**src/sv/isr_pkg.sv**
```systemverilog
// ----------------------------------------------------------------------------
// isr_pkg
// Shared widths and the command type for the integer square root block.
// ----------------------------------------------------------------------------
`default_nettype none

package isr_pkg;

   // Radicand width as seen by the arithmetic (low bits of the field)
   localparam int RADICAND_WIDTH = 32;

   // Fixed field widths of the channels
   localparam int RADICAND_FIELD_WIDTH = 32;
   localparam int ROOT_FIELD_WIDTH     = 16;

   // Field sign-extended to at least the arithmetic width
   localparam int IN_EXT_WIDTH = (RADICAND_WIDTH > RADICAND_FIELD_WIDTH) ?
                                 RADICAND_WIDTH : RADICAND_FIELD_WIDTH;

   // A non-negative radicand has RADICAND_WIDTH-1 magnitude bits
   localparam int ROOT_WIDTH    = RADICAND_WIDTH / 2;
   localparam int OP_WIDTH      = 2 * ROOT_WIDTH;
   localparam int REM_WIDTH     = ROOT_WIDTH + 2;
   localparam int COUNT_WIDTH   = $clog2(ROOT_WIDTH + 1);

   // Root widened far enough to compare against the field maximum
   localparam int ROOT_EXT_WIDTH = (ROOT_WIDTH > ROOT_FIELD_WIDTH) ?
                                   ROOT_WIDTH : ROOT_FIELD_WIDTH;
   localparam int ROOT_MAX       = (1 << ROOT_FIELD_WIDTH) - 1;

   // Controller to datapath commands
   typedef struct packed {
      logic load;
      logic step;
      logic publish;
   } isr_cmd_type;

endpackage : isr_pkg

`default_nettype wire

```
**src/sv/isr_if.sv**
```systemverilog
// ----------------------------------------------------------------------------
// isr_req_if / isr_rsp_if
// Valid/ready channels carrying the radicand word and the root word.
// ----------------------------------------------------------------------------
`default_nettype none

interface isr_req_if;
   logic                                          valid;
   logic                                          ready;
   logic signed [isr_pkg::RADICAND_FIELD_WIDTH-1:0] radicand;

   modport source (output valid, output radicand, input ready);
   modport sink   (input valid, input radicand, output ready);
endinterface : isr_req_if

interface isr_rsp_if;
   logic                                   valid;
   logic                                   ready;
   logic [isr_pkg::ROOT_FIELD_WIDTH-1:0]   root;
   logic                                   negative_input;

   modport source (output valid, output root, output negative_input, input ready);
   modport sink   (input valid, input root, input negative_input, output ready);
endinterface : isr_rsp_if

`default_nettype wire

```
**src/sv/integer_square_root.sv**
```systemverilog
// ----------------------------------------------------------------------------
// integer_square_root
// Floor square root of one signed radicand word per request.
// ----------------------------------------------------------------------------
// Each request word carries a two's complement radicand; the response word
// gives its floor square root and a negative_input flag (root reads 0 for a
// negative radicand). One word is worked on at a time: the root is built one
// bit per cycle by a shared trial-subtract unit. A word is loaded on
// acceptance, then takes one step per root bit, then its result moves into
// the output register once that register is free. A finished response
// waits in that register while the next request is already accepted and
// worked on. Every request gives exactly one response; nothing is kept
// between words.
// ----------------------------------------------------------------------------
`default_nettype none

module integer_square_root (
   input  wire logic   clock,
   input  wire logic   reset,
   isr_req_if.sink     req_port,
   isr_rsp_if.source   rsp_port
);

   isr_pkg::isr_cmd_type cmd;

   isr_ctrl u_ctrl (
      .clock     (clock),
      .reset     (reset),
      .req_valid (req_port.valid),
      .req_ready (req_port.ready),
      .rsp_valid (rsp_port.valid),
      .rsp_ready (rsp_port.ready),
      .cmd       (cmd)
   );

   isr_dp u_dp (
      .clock          (clock),
      .cmd            (cmd),
      .radicand       (req_port.radicand),
      .root           (rsp_port.root),
      .negative_input (rsp_port.negative_input)
   );

`ifndef SYNTHESIS
   a_negative_reads_zero: assert property (@(posedge clock) disable iff (reset)
      (rsp_port.valid && rsp_port.negative_input) |-> (rsp_port.root == '0))
      else $error("negative radicand gave a nonzero root");

   a_no_accept_while_busy: assert property (@(posedge clock) disable iff (reset)
      (req_port.valid && req_port.ready) |=> !req_port.ready)
      else $error("second word accepted before the first one finished");

   a_root_in_range: assert property (@(posedge clock) disable iff (reset)
      rsp_port.valid |-> (isr_pkg::ROOT_WIDTH > isr_pkg::ROOT_FIELD_WIDTH ||
                          32'(rsp_port.root) < (32'd1 << isr_pkg::ROOT_WIDTH)))
      else $error("root wider than the radicand allows");
`endif

endmodule : integer_square_root

`default_nettype wire

```
**src/sv/isr_ctrl.sv**
```systemverilog
// ----------------------------------------------------------------------------
// isr_ctrl
// Sequencer: takes a word, runs one root digit per cycle, then hands the
// result to the output register once it is free.
// ----------------------------------------------------------------------------
`default_nettype none

module isr_ctrl (
   input  wire logic                  clock,
   input  wire logic                  reset,
   input  wire logic                  req_valid,
   output      logic                  req_ready,
   output      logic                  rsp_valid,
   input  wire logic                  rsp_ready,
   output      isr_pkg::isr_cmd_type  cmd
);

   typedef enum logic [1:0] {
      ST_IDLE,
      ST_RUN,
      ST_FINISH
   } state_type;

   state_type                           state_ff, state_in;
   logic [isr_pkg::COUNT_WIDTH-1:0]     count_ff, count_in;
   logic                                rsp_valid_ff, rsp_valid_in;

   // Next state and commands
   always_comb begin
      state_in     = state_ff;
      count_in     = count_ff;
      rsp_valid_in = rsp_valid_ff && !rsp_ready;
      cmd          = '0;
      req_ready    = 1'b0;
      case (state_ff)
         ST_IDLE: begin
            req_ready = 1'b1;
            if (req_valid) begin
               cmd.load = 1'b1;
               count_in = isr_pkg::COUNT_WIDTH'(isr_pkg::ROOT_WIDTH - 1);
               state_in = ST_RUN;
            end
         end
         ST_RUN: begin
            cmd.step = 1'b1;
            if (count_ff == '0) begin
               state_in = ST_FINISH;
            end else begin
               count_in = count_ff - 1'b1;
            end
         end
         ST_FINISH: begin
            // hold the root until the output register frees up
            if (!rsp_valid_ff || rsp_ready) begin
               cmd.publish  = 1'b1;
               rsp_valid_in = 1'b1;
               state_in     = ST_IDLE;
            end
         end
         default: begin
            state_in = ST_IDLE;
         end
      endcase
   end

   // State and registered outputs
   always_ff @(posedge clock) begin
      if (reset) begin
         state_ff     <= ST_IDLE;
         count_ff     <= '0;
         rsp_valid_ff <= 1'b0;
      end else begin
         state_ff     <= state_in;
         count_ff     <= count_in;
         rsp_valid_ff <= rsp_valid_in;
      end
   end

   assign rsp_valid = rsp_valid_ff;

`ifndef SYNTHESIS
   a_accept_starts_run: assert property (@(posedge clock) disable iff (reset)
      (req_valid && req_ready) |=> (state_ff == ST_RUN))
      else $error("accepted word did not start the digit loop");

   a_last_digit_finishes: assert property (@(posedge clock) disable iff (reset)
      (state_ff == ST_RUN && count_ff == '0) |=> (state_ff == ST_FINISH))
      else $error("digit loop did not end after the last digit");

   a_publish_when_free: assert property (@(posedge clock) disable iff (reset)
      cmd.publish |-> (!rsp_valid_ff || rsp_ready))
      else $error("result overwrote a word still waiting at the output");

   a_one_command: assert property (@(posedge clock) disable iff (reset)
      $onehot0(cmd))
      else $error("more than one datapath command at once");
`endif

endmodule : isr_ctrl

`default_nettype wire

```
**src/sv/isr_dp.sv**
```systemverilog
// ----------------------------------------------------------------------------
// isr_dp
// Digit-by-digit square root datapath: each step brings down two radicand
// bits, tries the next root bit against the partial remainder and keeps it
// when the trial subtraction does not borrow.
// ----------------------------------------------------------------------------
`default_nettype none

module isr_dp (
   input  wire logic                                          clock,
   input  wire isr_pkg::isr_cmd_type                          cmd,
   input  wire logic signed [isr_pkg::RADICAND_FIELD_WIDTH-1:0] radicand,
   output      logic [isr_pkg::ROOT_FIELD_WIDTH-1:0]          root,
   output      logic                                          negative_input
);

   localparam int RW = isr_pkg::REM_WIDTH;

   logic signed [isr_pkg::IN_EXT_WIDTH-1:0]  rad_ext;
   logic                                     rad_neg;
   logic [isr_pkg::OP_WIDTH-1:0]             val_ff;
   logic [RW-1:0]                            rem_ff;
   logic [isr_pkg::ROOT_WIDTH-1:0]           root_ff;
   logic                                     neg_ff;
   logic [RW-1:0]                            rem_shift;
   logic [RW-1:0]                            trial;
   logic [RW:0]                              diff;
   logic                                     take;
   logic [isr_pkg::ROOT_EXT_WIDTH-1:0]       root_ext;
   logic [isr_pkg::ROOT_FIELD_WIDTH-1:0]     root_sat;
   logic [isr_pkg::ROOT_FIELD_WIDTH-1:0]     root_out_ff;
   logic                                     neg_out_ff;

   // Take the low bits of the field as a two's complement radicand
   assign rad_ext = isr_pkg::IN_EXT_WIDTH'(radicand);
   assign rad_neg = rad_ext[isr_pkg::RADICAND_WIDTH-1];

   // Trial subtraction for the next root bit
   assign rem_shift = {rem_ff[isr_pkg::ROOT_WIDTH-1:0], val_ff[isr_pkg::OP_WIDTH-1 -: 2]};
   assign trial     = RW'({root_ff, 2'b01});
   assign diff      = {1'b0, rem_shift} - {1'b0, trial};
   assign take      = !diff[RW];

   // Saturate a root that does not fit the result field
   assign root_ext = isr_pkg::ROOT_EXT_WIDTH'(root_ff);
   assign root_sat = (root_ext > isr_pkg::ROOT_EXT_WIDTH'(isr_pkg::ROOT_MAX)) ?
                     isr_pkg::ROOT_FIELD_WIDTH'(isr_pkg::ROOT_MAX) :
                     isr_pkg::ROOT_FIELD_WIDTH'(root_ext);

   // Load, iterate, publish
   always_ff @(posedge clock) begin
      if (cmd.load) begin
         val_ff  <= rad_neg ? '0 :
                    isr_pkg::OP_WIDTH'(rad_ext[isr_pkg::RADICAND_WIDTH-2:0]);
         rem_ff  <= '0;
         root_ff <= '0;
         neg_ff  <= rad_neg;
      end else if (cmd.step) begin
         val_ff  <= isr_pkg::OP_WIDTH'({val_ff, 2'b00});
         rem_ff  <= take ? diff[RW-1:0] : rem_shift;
         root_ff <= isr_pkg::ROOT_WIDTH'({root_ff, take});
      end
      if (cmd.publish) begin
         root_out_ff <= root_sat;
         neg_out_ff  <= neg_ff;
      end
   end

   assign root           = root_out_ff;
   assign negative_input = neg_out_ff;

endmodule : isr_dp

`default_nettype wire
```
**src/flat_wrapper.sv**
```systemverilog
// flat-port wrapper written by rule: the top's interface ports become plain ports
module integer_square_root_flat 
  (clock, reset, req_port_valid, req_port_radicand, req_port_ready, rsp_port_valid, rsp_port_root, rsp_port_negative_input, rsp_port_ready);
  isr_req_if req_port_i ();
  isr_rsp_if rsp_port_i ();
  input  wire logic clock;
  input  wire logic reset;
  input wire logic [$bits(req_port_i.valid)-1:0] req_port_valid;
  input wire logic [$bits(req_port_i.radicand)-1:0] req_port_radicand;
  output wire logic [$bits(req_port_i.ready)-1:0] req_port_ready;
  output wire logic [$bits(rsp_port_i.valid)-1:0] rsp_port_valid;
  output wire logic [$bits(rsp_port_i.root)-1:0] rsp_port_root;
  output wire logic [$bits(rsp_port_i.negative_input)-1:0] rsp_port_negative_input;
  input wire logic [$bits(rsp_port_i.ready)-1:0] rsp_port_ready;
  assign req_port_i.valid = req_port_valid;
  assign req_port_i.radicand = req_port_radicand;
  assign req_port_ready = req_port_i.ready;
  assign rsp_port_valid = rsp_port_i.valid;
  assign rsp_port_root = rsp_port_i.root;
  assign rsp_port_negative_input = rsp_port_i.negative_input;
  assign rsp_port_i.ready = rsp_port_ready;
  integer_square_root u_core (.clock(clock), .reset(reset), .req_port(req_port_i), .rsp_port(rsp_port_i));
endmodule
```
**config.mk**
```make
export PLATFORM = sky130hd
export DESIGN_NAME = integer_square_root_flat
export DESIGN_NICKNAME = d
export VERILOG_FILES = /design/src/sv/isr_pkg.sv /design/src/sv/isr_if.sv /design/src/sv/integer_square_root.sv /design/src/sv/isr_ctrl.sv /design/src/sv/isr_dp.sv /design/src/flat_wrapper.sv
export SDC_FILE = /design/constraint.sdc
export NUM_CORES = 1
export LEC_CHECK = 0
export ABC_AREA = 1
export BUFFER_PORTS_ARGS = -buffer_cell sky130_fd_sc_hd__buf_2
export CAP_MARGIN = 0
export CORE_ASPECT_RATIO = 1.2
export CORE_MARGIN = 2
export CORE_UTILIZATION = 30
export DETAILED_ROUTE_END_ITERATION = 10
export PLACE_DENSITY = 0.57
export RECOVER_POWER = 100
export SYNTH_ARGS = -nofsm -noshare
export SYNTH_HDL_FRONTEND = slang
export SYNTH_SLANG_ARGS = --single-unit
```
**constraint.sdc**
```tcl
create_clock -name clock -period 2 [get_ports clock]
set_input_delay 0.4 -clock clock [delete_from_list [all_inputs] [get_ports clock]]
set_output_delay 0.4 -clock clock [all_outputs]
set_load 0.02 [all_outputs]
```
# == Yosys cells after proc, flatten, opt, wreduce, memory -nomap -nowiden ==
# Cells that the tools add are included.
# totals
reg_bits,90
input_bits,36
output_inout_bits,19
# classes
add_sub_neg,2
order_cmp,1
n_eq_ne,6
mux,19
reduce_logical,11
# op_table
cell,count
$mux W32,2
$mux W31,1
$sub A18 B18 Y19,1
$gt A16 B16 Y1 const B,1
$mux W16,1
$mux W5,2
$pmux W5 S2,1
$mux W1,8
$ne A2 B2 Y1 const B,4
$mux W2,3
$pmux W2 S3,1
$reduce_and A3 Y1,2
$logic_not A5 Y1,1
$sub A5 B1 Y5 const B,1
$reduce_bool A2 Y1,2
$logic_not A1 Y1,3
$eq A2 B1 Y1 const B,1
$eq A2 B2 Y1 const B,1
$logic_not A2 Y1,1
$logic_and A1 B1 Y1,1
$logic_or A1 B1 Y1,1

# == Longest topological paths before layout ==
# Gate-level depths: netlist (run 1).
# logic_depth
word_depth,4
ltp_mapped,15
mapped_depth_nobuf,14

# == Modules after synthesis ==
# A second synthesis (run 1) with hierarchy kept.
# hier_totals
cells_unflattened,539
hier_area_um2,4509.3
# by_module_without_submodules
module,instances,cells_each,area_each_um2
isr_dp,1,480,4081.4
isr_ctrl,1,59,427.9

# == Worst setup path after synthesis (run 1) ==
# OpenSTA, ideal clock, no wires.
# synth_timing
path_type,register -> register
start,register u_core.u_ctrl.state_ff[0]
end,"register u_core.u_dp.val_ff[0] (netlist bit), enable pin"
arrival_ps,1750
setup_slack_ps,-127
stages_incl_launch_ff,7
path_buffers,1
period_less_slack_ps,2127
path_cell_list,dfxtp_1 nor2_1 nand2_2 inv_2 nor2_2 inv_2 buf_2
# synth_lines
item,line_no,source
"start, declared",isr_ctrl.sv:24,"state_type state_ff, state_in;"
"start signal, assigned",isr_ctrl.sv:73,state_ff <= state_in;
"end signal, assigned",isr_dp.sv:53,val_ff <= rad_neg ? '0 :
"end signal, assigned",isr_dp.sv:59,"val_ff <= isr_pkg::OP_WIDTH'({val_ff, 2'b00});"
"end, declared",isr_dp.sv:21,logic [isr_pkg::OP_WIDTH-1:0] val_ff;

# == Worst setup path after layout (run 1) ==
# layout_timing
start,register u_core.u_dp.root_ff (netlist bit u_core.u_dp.root_ext[12])
end,register u_core.u_dp.rem_ff[15]
# layout_via
elab_chain_len,2
# layout_lines
item,line_no,source
"start, declared",isr_dp.sv:23,logic [isr_pkg::ROOT_WIDTH-1:0] root_ff;
"start signal, assigned",isr_dp.sv:61,"root_ff <= isr_pkg::ROOT_WIDTH'({root_ff, take});"
$sub A18 B18 Y19,isr_dp.sv:41,"assign diff = {1'b0, rem_shift} - {1'b0, trial};"
$mux W16,isr_dp.sv:60,rem_ff <= take ? diff[RW-1:0] : rem_shift;
"end signal, assigned",isr_dp.sv:60,
"end, declared",isr_dp.sv:22,logic [RW-1:0] rem_ff;
# No other way between the ends.
# A chain may end at the register's enable or synchronous reset.

==> impl_metrics.ini, run 1 <==
[outcome]
run_status = finished, final reports clean

[critical_path]
end_kind = flip-flop
rrSetupSlack_ns = 0.14
r2r_cells = 11
crit_type = flip-flop to flip-flop
cp-start-kind = flip-flop
worstReg2RegStart = u_core.u_dp.root_ext[12]$_SDFFE_PP0P_
r2r_end = u_core.u_dp.rem_ff[15]$_SDFFE_PP0P_
crit_arrival_ns = 2.10
required_ns = 2.24
cp_max_fo = 5

[placement]
place_area_mm2 = 0.00505
hpwl_um = 7480
port_buffers = 54
gp_congestion = 0.930
place_inst = 790

[synth]
yosysSeqAreaShare_pct = 51.3
yosysWarnings = 0
syn_avg_cell_area_um2 = 8.37
syn_area_mm2 = 0.00448
synth_nets = 591
synthDistinctLibCells = 34
synth_cells = 536
synth-seq-cells = 90

[clock_tree]
cts_buffers = 9
h-tree-depth = 3
path_clk_slew_ns = 0.06
clock_sinks = 90
root_buffer = clkbuf_16
clkLatencyLatePin_ns = 0.35
cts_hold_buf = 0
clockBufferDepth = 2
cts_tree = yes

[finish]
layout.nets = 660
fillers = 1492
layout_common_cells = nand2_1 (138), inv_1 (95), edfxtp_1 (50), o21ai_0 (41), dfxtp_1 (38)
design_area_mm2 = 0.00555
final_common_cell = nand2_1
final_cells = 810
fin_util_pct = 38.3
area_growth_pct = 23.7
final_layout_size_suffix_gt1_share_pct = 16.1
n_antenna_cell = 0

[pwr]
seq_power_share_pct = 30.3
total_power_w = 0.00820
p_comb_share_pct = 44.8
p_per_area_mw_per_mm2 = 1480
swShare_pct = 39.0
ir_drop_mv = 0.479
leakage_nw = 2.47
clkPwrFrac_pct = 24.9
p_int_w = 0.00500
p_sw_w = 0.00320

[sta]
period_share_pct = 93.2
slew_headroom_pct = 67.8
maxSlewViolCount = 0
final.min_clock_period_ns = 1.86
hold-worst-slack_ns = 0.233
fin_skew_ns = 0.00638
finalHoldViolCount = 0
finalSetupViolations = 0
max_freq_mhz = 537
worst_slew_pin_slew_ns = 0.483

[global_route]
grt_pass1_vias = 3602
grt_pass1_wl_um = 16900
grt.total_usage_pct = 13.7
antenna_found_initial = 0
grt_max_degree = 32
grt_overflow = 0

[drt]
drt_iter0_drc = 115
dr.pass1.iters = 4
wl_um = 10300
via_count = 3641
wl_per_cell_um = 12.7
vias_per_cell = 4.50
drc = 0
antenna_left = 0

[floorplanning]
core_mm2 = 0.0145
die_area_mm2 = 0.0159
start_util_pct = 31.0
ioPinCount = 55
die_x_um = 116
die_h_um = 138
rows = 48

[flow_run]
drv_cap = 0

[min_path]
min_delay_worst_endpoint = u_core.u_dp.neg_ff$_DFFE_PP_
whs_path_depth = 1
holdCritPathClass = input pin to flip-flop
hold_start = req_port_radicand[31]
==> state kept, by name, summed over array words and instances, names as in the netlist <==
name	count
u_core.u_dp.neg_ff	1
u_core.u_dp.rem_ff	16
u_core.u_ctrl.state_ff	2
u_core.u_dp.root	16
u_core.u_ctrl.rsp_valid	1
u_core.u_dp.val_ff	32
u_core.u_ctrl.count_ff	5
u_core.u_dp.negative_input	1
u_core.u_dp.root_ext	16
==> logic make-up after synthesis <==
logic type | Yosys count | synth area share [%]
XOR/XNOR | 7 | 1.37
flip-flops | 90 | 51.3
adder cells (fa/ha/maj) | 19 | 5.30
AND/OR/NAND/NOR | 225 | 21.7
buffers and inverters | 110 | 9.40
AO/OA/AOI/OAI | 85 | 10.9
==> critical path, stage by stage, from the launching register on <==
cell and delay [ns]:
dfxtp_1 0.33, inv_1 0.08, ha_1 0.36, nand2_1 0.09
nor2_2 0.17, and2_1 0.20, nand2_4 0.09, buf_4 0.15
nand4_1 0.09, nand2_1 0.06, nor2_1 0.08, nor2_1 0.05
==> stage by stage <==
| step | setup slack [ns] | setup TNS [ns] |
|---|---|---|
| after floorplan | 0.0705 | 0 |
| after global placement | 0.121 | 0 |
| after detailed placement | 0.0525 | 0 |
| after CTS | 0.0355 | 0 |
| after global routing | -0.0133 | -0.0133 |
| final | 0.137 | 0 |
==> power by group through the flow <==
stage	combinational [W]	sequential [W]	clock, W
after floorplan	0.00255	0.00243	0
after global placement	0.00335	0.00248	0
after detailed placement	0.00336	0.00248	0
after CTS	0.00338	0.00245	0.00211
after global routing	0.00411	0.00252	0.00219
final	0.00367	0.00249	0.00204
==> worst max path at each step <==
| stage | startpoint | end | slack [ns] | cells after the start |
|---|---|---|---|---|
| after floorplan | u_core.u_ctrl.state_ff[0]$_SDFFE_PP0P_ | u_core.u_dp.val_ff[0]$_SDFFCE_PP0P_ | 0.07 | 6 |
| after global placement | u_core.u_dp.root_ext[2]$_SDFFE_PP0P_ | u_core.u_dp.root_ext[0]$_SDFFE_PP0P_ | 0.12 | 14 |
| after detailed placement | u_core.u_dp.root_ext[3]$_SDFFE_PP0P_ | u_core.u_dp.rem_ff[12]$_SDFFE_PP0P_ | 0.05 | 12 |
| after CTS | u_core.u_dp.root_ext[7]$_SDFFE_PP0P_ | u_core.u_dp.rem_ff[12]$_SDFFE_PP0P_ | 0.04 | 12 |
| after global routing | u_core.u_dp.root_ext[7]$_SDFFE_PP0P_ | u_core.u_dp.rem_ff[11]$_SDFFE_PP0P_ | -0.01 | 12 |
| final | u_core.u_dp.root_ext[12]$_SDFFE_PP0P_ | u_core.u_dp.rem_ff[15]$_SDFFE_PP0P_ | 0.14 | 11 |
==> metal layers <==
layer | GRT usage (%) | up-vias | part of all wire [%]
li1 | - | 1890 | -
met1 | 16.8 | 1637 | 45
met2 | 22.0 | 86 | 47
met3 | 3.50 | 28 | 5.0
met4 | 7.21 | 0 | 3.7
met5 | 0 | - | 0
==> final cells by class <==
| class | instances | area [um^2] | share of cell area, % |
|---|---|---|---|
| tap | 200 | 250 | 4.51 |
| multi-input combinational | 337 | 1920 | 34.6 |
| sequential | 90 | 2300 | 41.6 |
| timing repair buffer | 68 | 343 | 6.18 |
| clock buffer | 10 | 229 | 4.13 |
| clock inverter | 6 | 129 | 2.32 |
| inverter | 99 | 372 | 6.70 |
==> synth_stat cells <==
cell type	number	area share, %
a211oi_1	1	0.17
a21oi_1	14	1.6
a21oi_2	1	0.20
a21oi_4	1	0.36
a31oi_1	4	0.56
and2_1	2	0.28
buf_2	1	0.11
buf_6	1	0.25
clkbuf_1	9	0.75
dfxtp_1	40	18
edfxtp_1	50	33
ha_1	19	5.3
inv_1	96	8.0
inv_2	3	0.25
nand2_1	138	12
nand2_2	2	0.28
nand2_4	2	0.50
nand2_8	1	0.45
nand3_1	24	2.7
nand3_2	1	0.22
nand4_1	12	1.7
nor2_1	34	2.8
nor2_2	5	0.70
nor3_1	1	0.11
o211ai_1	5	0.84
o21a_1	1	0.17
o21ai_0	41	4.6
o21ai_2	1	0.20
o21bai_1	1	0.17
o22ai_1	15	2.1
or2_2	2	0.28
or3_1	1	0.14
xnor2_1	3	0.59
xor2_1	4	0.78
==> timing repair <==
action                                  CTS  global route
buffers inserted                          0             3
endpoints found under the setup margin    0            17
gates resized for setup                   0            23
(Power assumes the default switching activity.)
==> run 2: changes to the inputs <==
RECOVER_POWER = unset   (was 100)
==> run 2 against run 1 <==
Compared with the run above: die area stayed put; fmax decreased by 0.16%; highest routed layer unchanged; final cell count did not move; non-clock buffer count did not move; via count shrank 0.19%; wire length decreased by 0.24%; first-iteration DRC count increased by 28%; final area is 1.1% higher; flip-flop and latch count is the same; global-route usage stayed put; core utilization rose by 0.41 points; register-to-register slack about the same.
==> impl_metrics.ini, run 2 (synthesis gave the netlist of run 1 again) <==
[critical_path]
required_ns = 2.28
end_kind = flip-flop
cp-start-kind = flip-flop
crit_chain = ha_2, nand2_1, nand2_1, nand2_1, nand2_1, a21oi_4, buf_4, nand4_1, nand2_1, nor2_1, nor2_1
critPathMostFrequentCell = nand2_1
crit_type = flip-flop to flip-flop
cp_max_fo = 7
max_stage_delay_ns = 0.40
cp_slowest_cell = dfxtp_1
crit_arrival_ns = 2.15
cp_top_family = simple AND/OR/NAND/NOR gates
crit_buf_inv = 1

[clock_tree]
clock_sinks = 90
path_clk_slew_ns = 0.07
cts_tree = yes
root_buffer = clkbuf_16
cts_buffers = 9
clkLatencyLatePin_ns = 0.35
clockBufferDepth = 2
h-tree-depth = 3
cts_hold_buf = 0

[sta]
max_freq_mhz = 536
finalSetupViolations = 0
worst_slew_pin_slew_ns = 0.484
slew_headroom_pct = 67.8
finalHoldViolCount = 0
maxSlewViolCount = 0
final.min_clock_period_ns = 1.87
period_share_pct = 93.3
fin_skew_ns = 0.00613

[floorplanning]
die_x_um = 116
die_h_um = 138
ioPinCount = 55
die_area_mm2 = 0.0159
core_mm2 = 0.0145
start_util_pct = 31.0
rows = 48

[pwr]
seq_power_share_pct = 30.1
p_per_area_mw_per_mm2 = 1470
p_comb_share_pct = 45.1
total_power_w = 0.00825
leakage_nw = 2.54
clkPwrFrac_pct = 24.8
ir_drop_mv = 0.492
swShare_pct = 39.0
p_int_w = 0.00503
p_sw_w = 0.00322

[global_route]
grt_overflow = 0
use_met3_pct = 3.50
antenna_found_initial = 0
grt.total_usage_pct = 13.7
grt_pass1_wl_um = 16900
use_met1_pct = 16.8
busiest_layer = met2
grt_util_met2_pct = 22.0
grt_max_degree = 32
grt_pass1_vias = 3602

[finish]
regMostFlops = u_core.u_dp.val_ff
layout_common_cells = nand2_1 (137), inv_1 (95), buf_2 (54), edfxtp_1 (50), o21ai_0 (41)
fin_util_pct = 38.7
final_layout_size_suffix_gt1_share_pct = 20.0
design_area_mm2 = 0.00561
largest_reg_flops = 32
layout.nets = 660
fillers = 1471
n_antenna_cell = 0
final_common_cell = nand2_1
area_growth_pct = 25.0

[drt]
wl_per_cell_um = 12.7
antenna_left = 0
dr.pass1.iters = 5
drc = 0
wl_um = 10300
drt_iter0_drc = 147
via_count = 3634
vias_per_cell = 4.49

[placement]
port_buffers = 54
hpwl_um = 7480
gp_congestion = 0.930
place_area_mm2 = 0.00505

[outcome]
run_status = finished, final reports clean

[min_path]
holdCritPathClass = input pin to flip-flop

[flow_run]
drv_cap = 0
## run 2: cell count changes in the layout (fill, tap and decap cells not counted), moves of 2 or more
| cell | change |
|---|---|
| buf_2 | +19 |
| buf_4 | +3 |
| clkbuf_1 | -20 |
| clkbuf_2 | -2 |
## run 2: cell type report
class / count / area [um^2] / share of cell area (%)
Sequential cell: 90 / 2300 / 41.1
Multi-Input combinational cell: 337 / 1930 / 34.5
Timing Repair Buffer: 68 / 388 / 6.92
Inverter: 99 / 372 / 6.63
Tap cell: 200 / 250 / 4.46
Clock buffer: 10 / 229 / 4.08
Clock inverter: 6 / 129 / 2.30
## run 2: power groups by stage
stage / sequential (W) / clock, W / combinational [W]
floorplan: 0.00243 / 0 / 0.00255
global placement: 0.00248 / 0 / 0.00335
detailed placement: 0.00248 / 0 / 0.00336
CTS: 0.00245 / 0.00211 / 0.00338
global route: 0.00252 / 0.00219 / 0.00416
finish: 0.00249 / 0.00205 / 0.00372
## run 2: path summary, 6_finish.rpt
path                                                         start                                    to  slack, ns  cells past startpoint
worst max-delay path            u_core.u_dp.rem_ff[9]$_SDFFE_PP0P_   u_core.u_dp.rem_ff[15]$_SDFFE_PP0P_       0.13                     11
worst min-delay path                         req_port_radicand[31]          u_core.u_dp.neg_ff$_DFFE_PP_       0.23                      1
worst max register to register  u_core.u_dp.rem_ff[9]$_SDFFE_PP0P_   u_core.u_dp.rem_ff[15]$_SDFFE_PP0P_       0.13                     11
worst min register to register        u_core.u_dp.neg_ff$_DFFE_PP_  u_core.u_dp.negative_input$_DFFE_PP_       0.42                      0
## run 2: per-stage QoR
step                      hold WS [ns]  cells  worst slack (ns)  TNS (ns)
after floorplan                  0.400    536            0.0705         0
after global placement           0.407    790             0.121         0
after detailed placement         0.413    790            0.0525         0
after CTS                        0.219    806            0.0355         0
after global routing             0.218    810           -0.0141   -0.0141
final                            0.233    810             0.134         0
## run 2: per-layer routing
layer	wire, um	up-vias
li1	-	1891
met1	4610	1624
met5	0	-
met3	516	26
met2	4800	93
met4	367	0
## run 2: what timing repair did
action | 4_1_cts | 5_1_grt
buffers inserted | 0 | 3
gates resized for setup | 0 | 23
setup endpoints to repair | 0 | 17
==> run 3: changes to the inputs <==
CORE_ASPECT_RATIO = unset   (was 1.2)
==> run 3 against run 2 <==
Compared with the run above: clock-buffer cell count fell by 1; first-iteration DRC count rose by 20%; highest routed layer unchanged; combinational power barely moved; fmax rose by 1.7%; core utilization fell by 1.1 points; global-route usage fell by 0.18 points; sequential share of layout area rose by 0.80 points; critical path depth rose by 2; final cell count fell by 2.5%; total power fell by 5.6%.
==> impl_metrics.ini, run 3 (synthesis gave the netlist of run 1 again) <==
[placement]
port_buffers = 54
place_area_mm2 = 0.00501
gp_congestion = 0.884
hpwl_um = 7530

[drt]
vias_per_cell = 4.60
via_count = 3635
wl_per_cell_um = 13.2
dr.pass1.iters = 5
wl_um = 10400
antenna_left = 0
drt_iter0_drc = 176
drc = 0

[floorplanning]
rows = 44
core_mm2 = 0.0146
die_area_mm2 = 0.0159
start_util_pct = 30.7
die_h_um = 126
die_x_um = 126
ioPinCount = 55

[sta]
maxSlewViolCount = 0
max_freq_mhz = 545
final.min_clock_period_ns = 1.84
fin_skew_ns = 0.00993
rsz0062_at_grt = no
finalHoldViolCount = 0
finalSetupViolations = 0
worst_slew_pin_slew_ns = 0.473
tns_ns = 0
period_share_pct = 91.8
slew_headroom_pct = 68.5

[global_route]
grt.total_usage_pct = 13.5
grt_pass1_wl_um = 17100
grt_pass1_vias = 3534
grt_overflow = 0
antenna_found_initial = 0
grt_max_degree = 34

[critical_path]
crit_type = flip-flop to flip-flop
cp_max_fo = 12
crit_arrival_ns = 2.09
cp-start-kind = flip-flop
end_kind = flip-flop
required_ns = 2.25

[clock_tree]
root_buffer = clkbuf_16
clock_sinks = 90
cts_buffers = 9
clockBufferDepth = 2
h-tree-depth = 3
clkLatencyLatePin_ns = 0.35
path_clk_slew_ns = 0.07
cts_tree = yes
cts_hold_buf = 0

[finish]
layout.nets = 656
layout_common_cells = nand2_1 (137), inv_1 (95), buf_2 (54), edfxtp_1 (50), o21ai_0 (41)
n_antenna_cell = 0
largest_reg_flops = 32
final_layout_size_suffix_gt1_share_pct = 19.5
regMostFlops = u_core.u_dp.val_ff
design_area_mm2 = 0.00549
area_growth_pct = 22.5
final_common_cell = nand2_1

[pwr]
clkPwrFrac_pct = 20.7
leakage_nw = 2.48
p_sw_w = 0.00325
ir_drop_mv = 0.665
swShare_pct = 41.7
p_comb_share_pct = 47.4
p_int_w = 0.00454
seq_power_share_pct = 32.0
p_per_area_mw_per_mm2 = 1420

[flow_run]
drv_cap = 0

[min_path]
holdCritPathClass = input pin to flip-flop

[outcome]
run_status = finished, final reports clean
[run 3: layout make-up]
type	count	area [um^2]
timing repair buffer	65	369
tap	184	230
sequential	90	2300
clock inverter	7	51.3
clock buffer	9	225
inverter	99	372
multi-input combinational	336	1940
fill	1472	9100
[run 3: metal layers]
layer	wire length, um	share of wire (%)	GRT usage, %
met5	0	0	0
met4	146	1.4	3.56
met3	601	5.8	4.59
met2	4740	45	21.0
met1	4950	47	18.0
[run 3: power by group through the flow]
stage | Sequential, W | Clock, W | Combinational [W]
3_3_place_gp | 0.00248 | 0 | 0.00335
5_1_grt | 0.00252 | 0.00173 | 0.00419
4_1_cts | 0.00245 | 0.00167 | 0.00337
3_5_place_dp | 0.00249 | 0 | 0.00335
6_report | 0.00249 | 0.00161 | 0.00369
2_1_floorplan | 0.00243 | 0 | 0.00255
[run 3: path summary, 6_finish.rpt]
check	depth (start not counted)	slack, ns	startpoint	endpoint
worst max-delay path	13	0.16	u_core.u_dp.rem_ff[3]$_SDFFE_PP0P_	u_core.u_dp.root_ext[0]$_SDFFE_PP0P_
worst min-delay path	1	0.24	req_port_radicand[31]	u_core.u_dp.neg_ff$_DFFE_PP_
worst max register to register	13	0.16	u_core.u_dp.rem_ff[3]$_SDFFE_PP0P_	u_core.u_dp.root_ext[0]$_SDFFE_PP0P_
worst min register to register	0	0.43	u_core.u_dp.root_ext[8]$_SDFFE_PP0P_	u_core.u_dp.root[8]$_DFFE_PP_
[run 3: worst max-delay path: stages (launching register included)]
cell     delay [ns]
dfxtp_1        0.44
ha_4           0.26
nand2_1        0.08
inv_1          0.06
nand2_1        0.07
nand2_1        0.06
nand2_1        0.09
nand3_2        0.11
nand2_4        0.14
nand2_8        0.10
nand2_8        0.12
o21ai_0        0.10
nand2_1        0.07
inv_1          0.04
[run 3: what timing repair did]
action / CTS / global route
setup buffers: 0 / 3
gates resized for setup: 0 / 25
setup endpoints to repair: 0 / 17
[run 3: through the flow]
| stage | util (%) | hold WS, ns | setup WS (ns) | std cells | total power [W] |
|---|---|---|---|---|---|
| detailed placement | 34.4 | 0.413 | 0.0500 | 771 | 0.00584 |
| finish | 37.7 | 0.238 | 0.165 | 790 | 0.00779 |
| floorplan | - | 0.400 | 0.0705 | 536 | 0.00498 |
| CTS | 36.3 | 0.225 | 0.0377 | 787 | 0.00748 |
| global route | 37.7 | 0.230 | 0.000745 | 790 | 0.00844 |
| global placement | 34.4 | 0.415 | 0.0755 | 771 | 0.00583 |
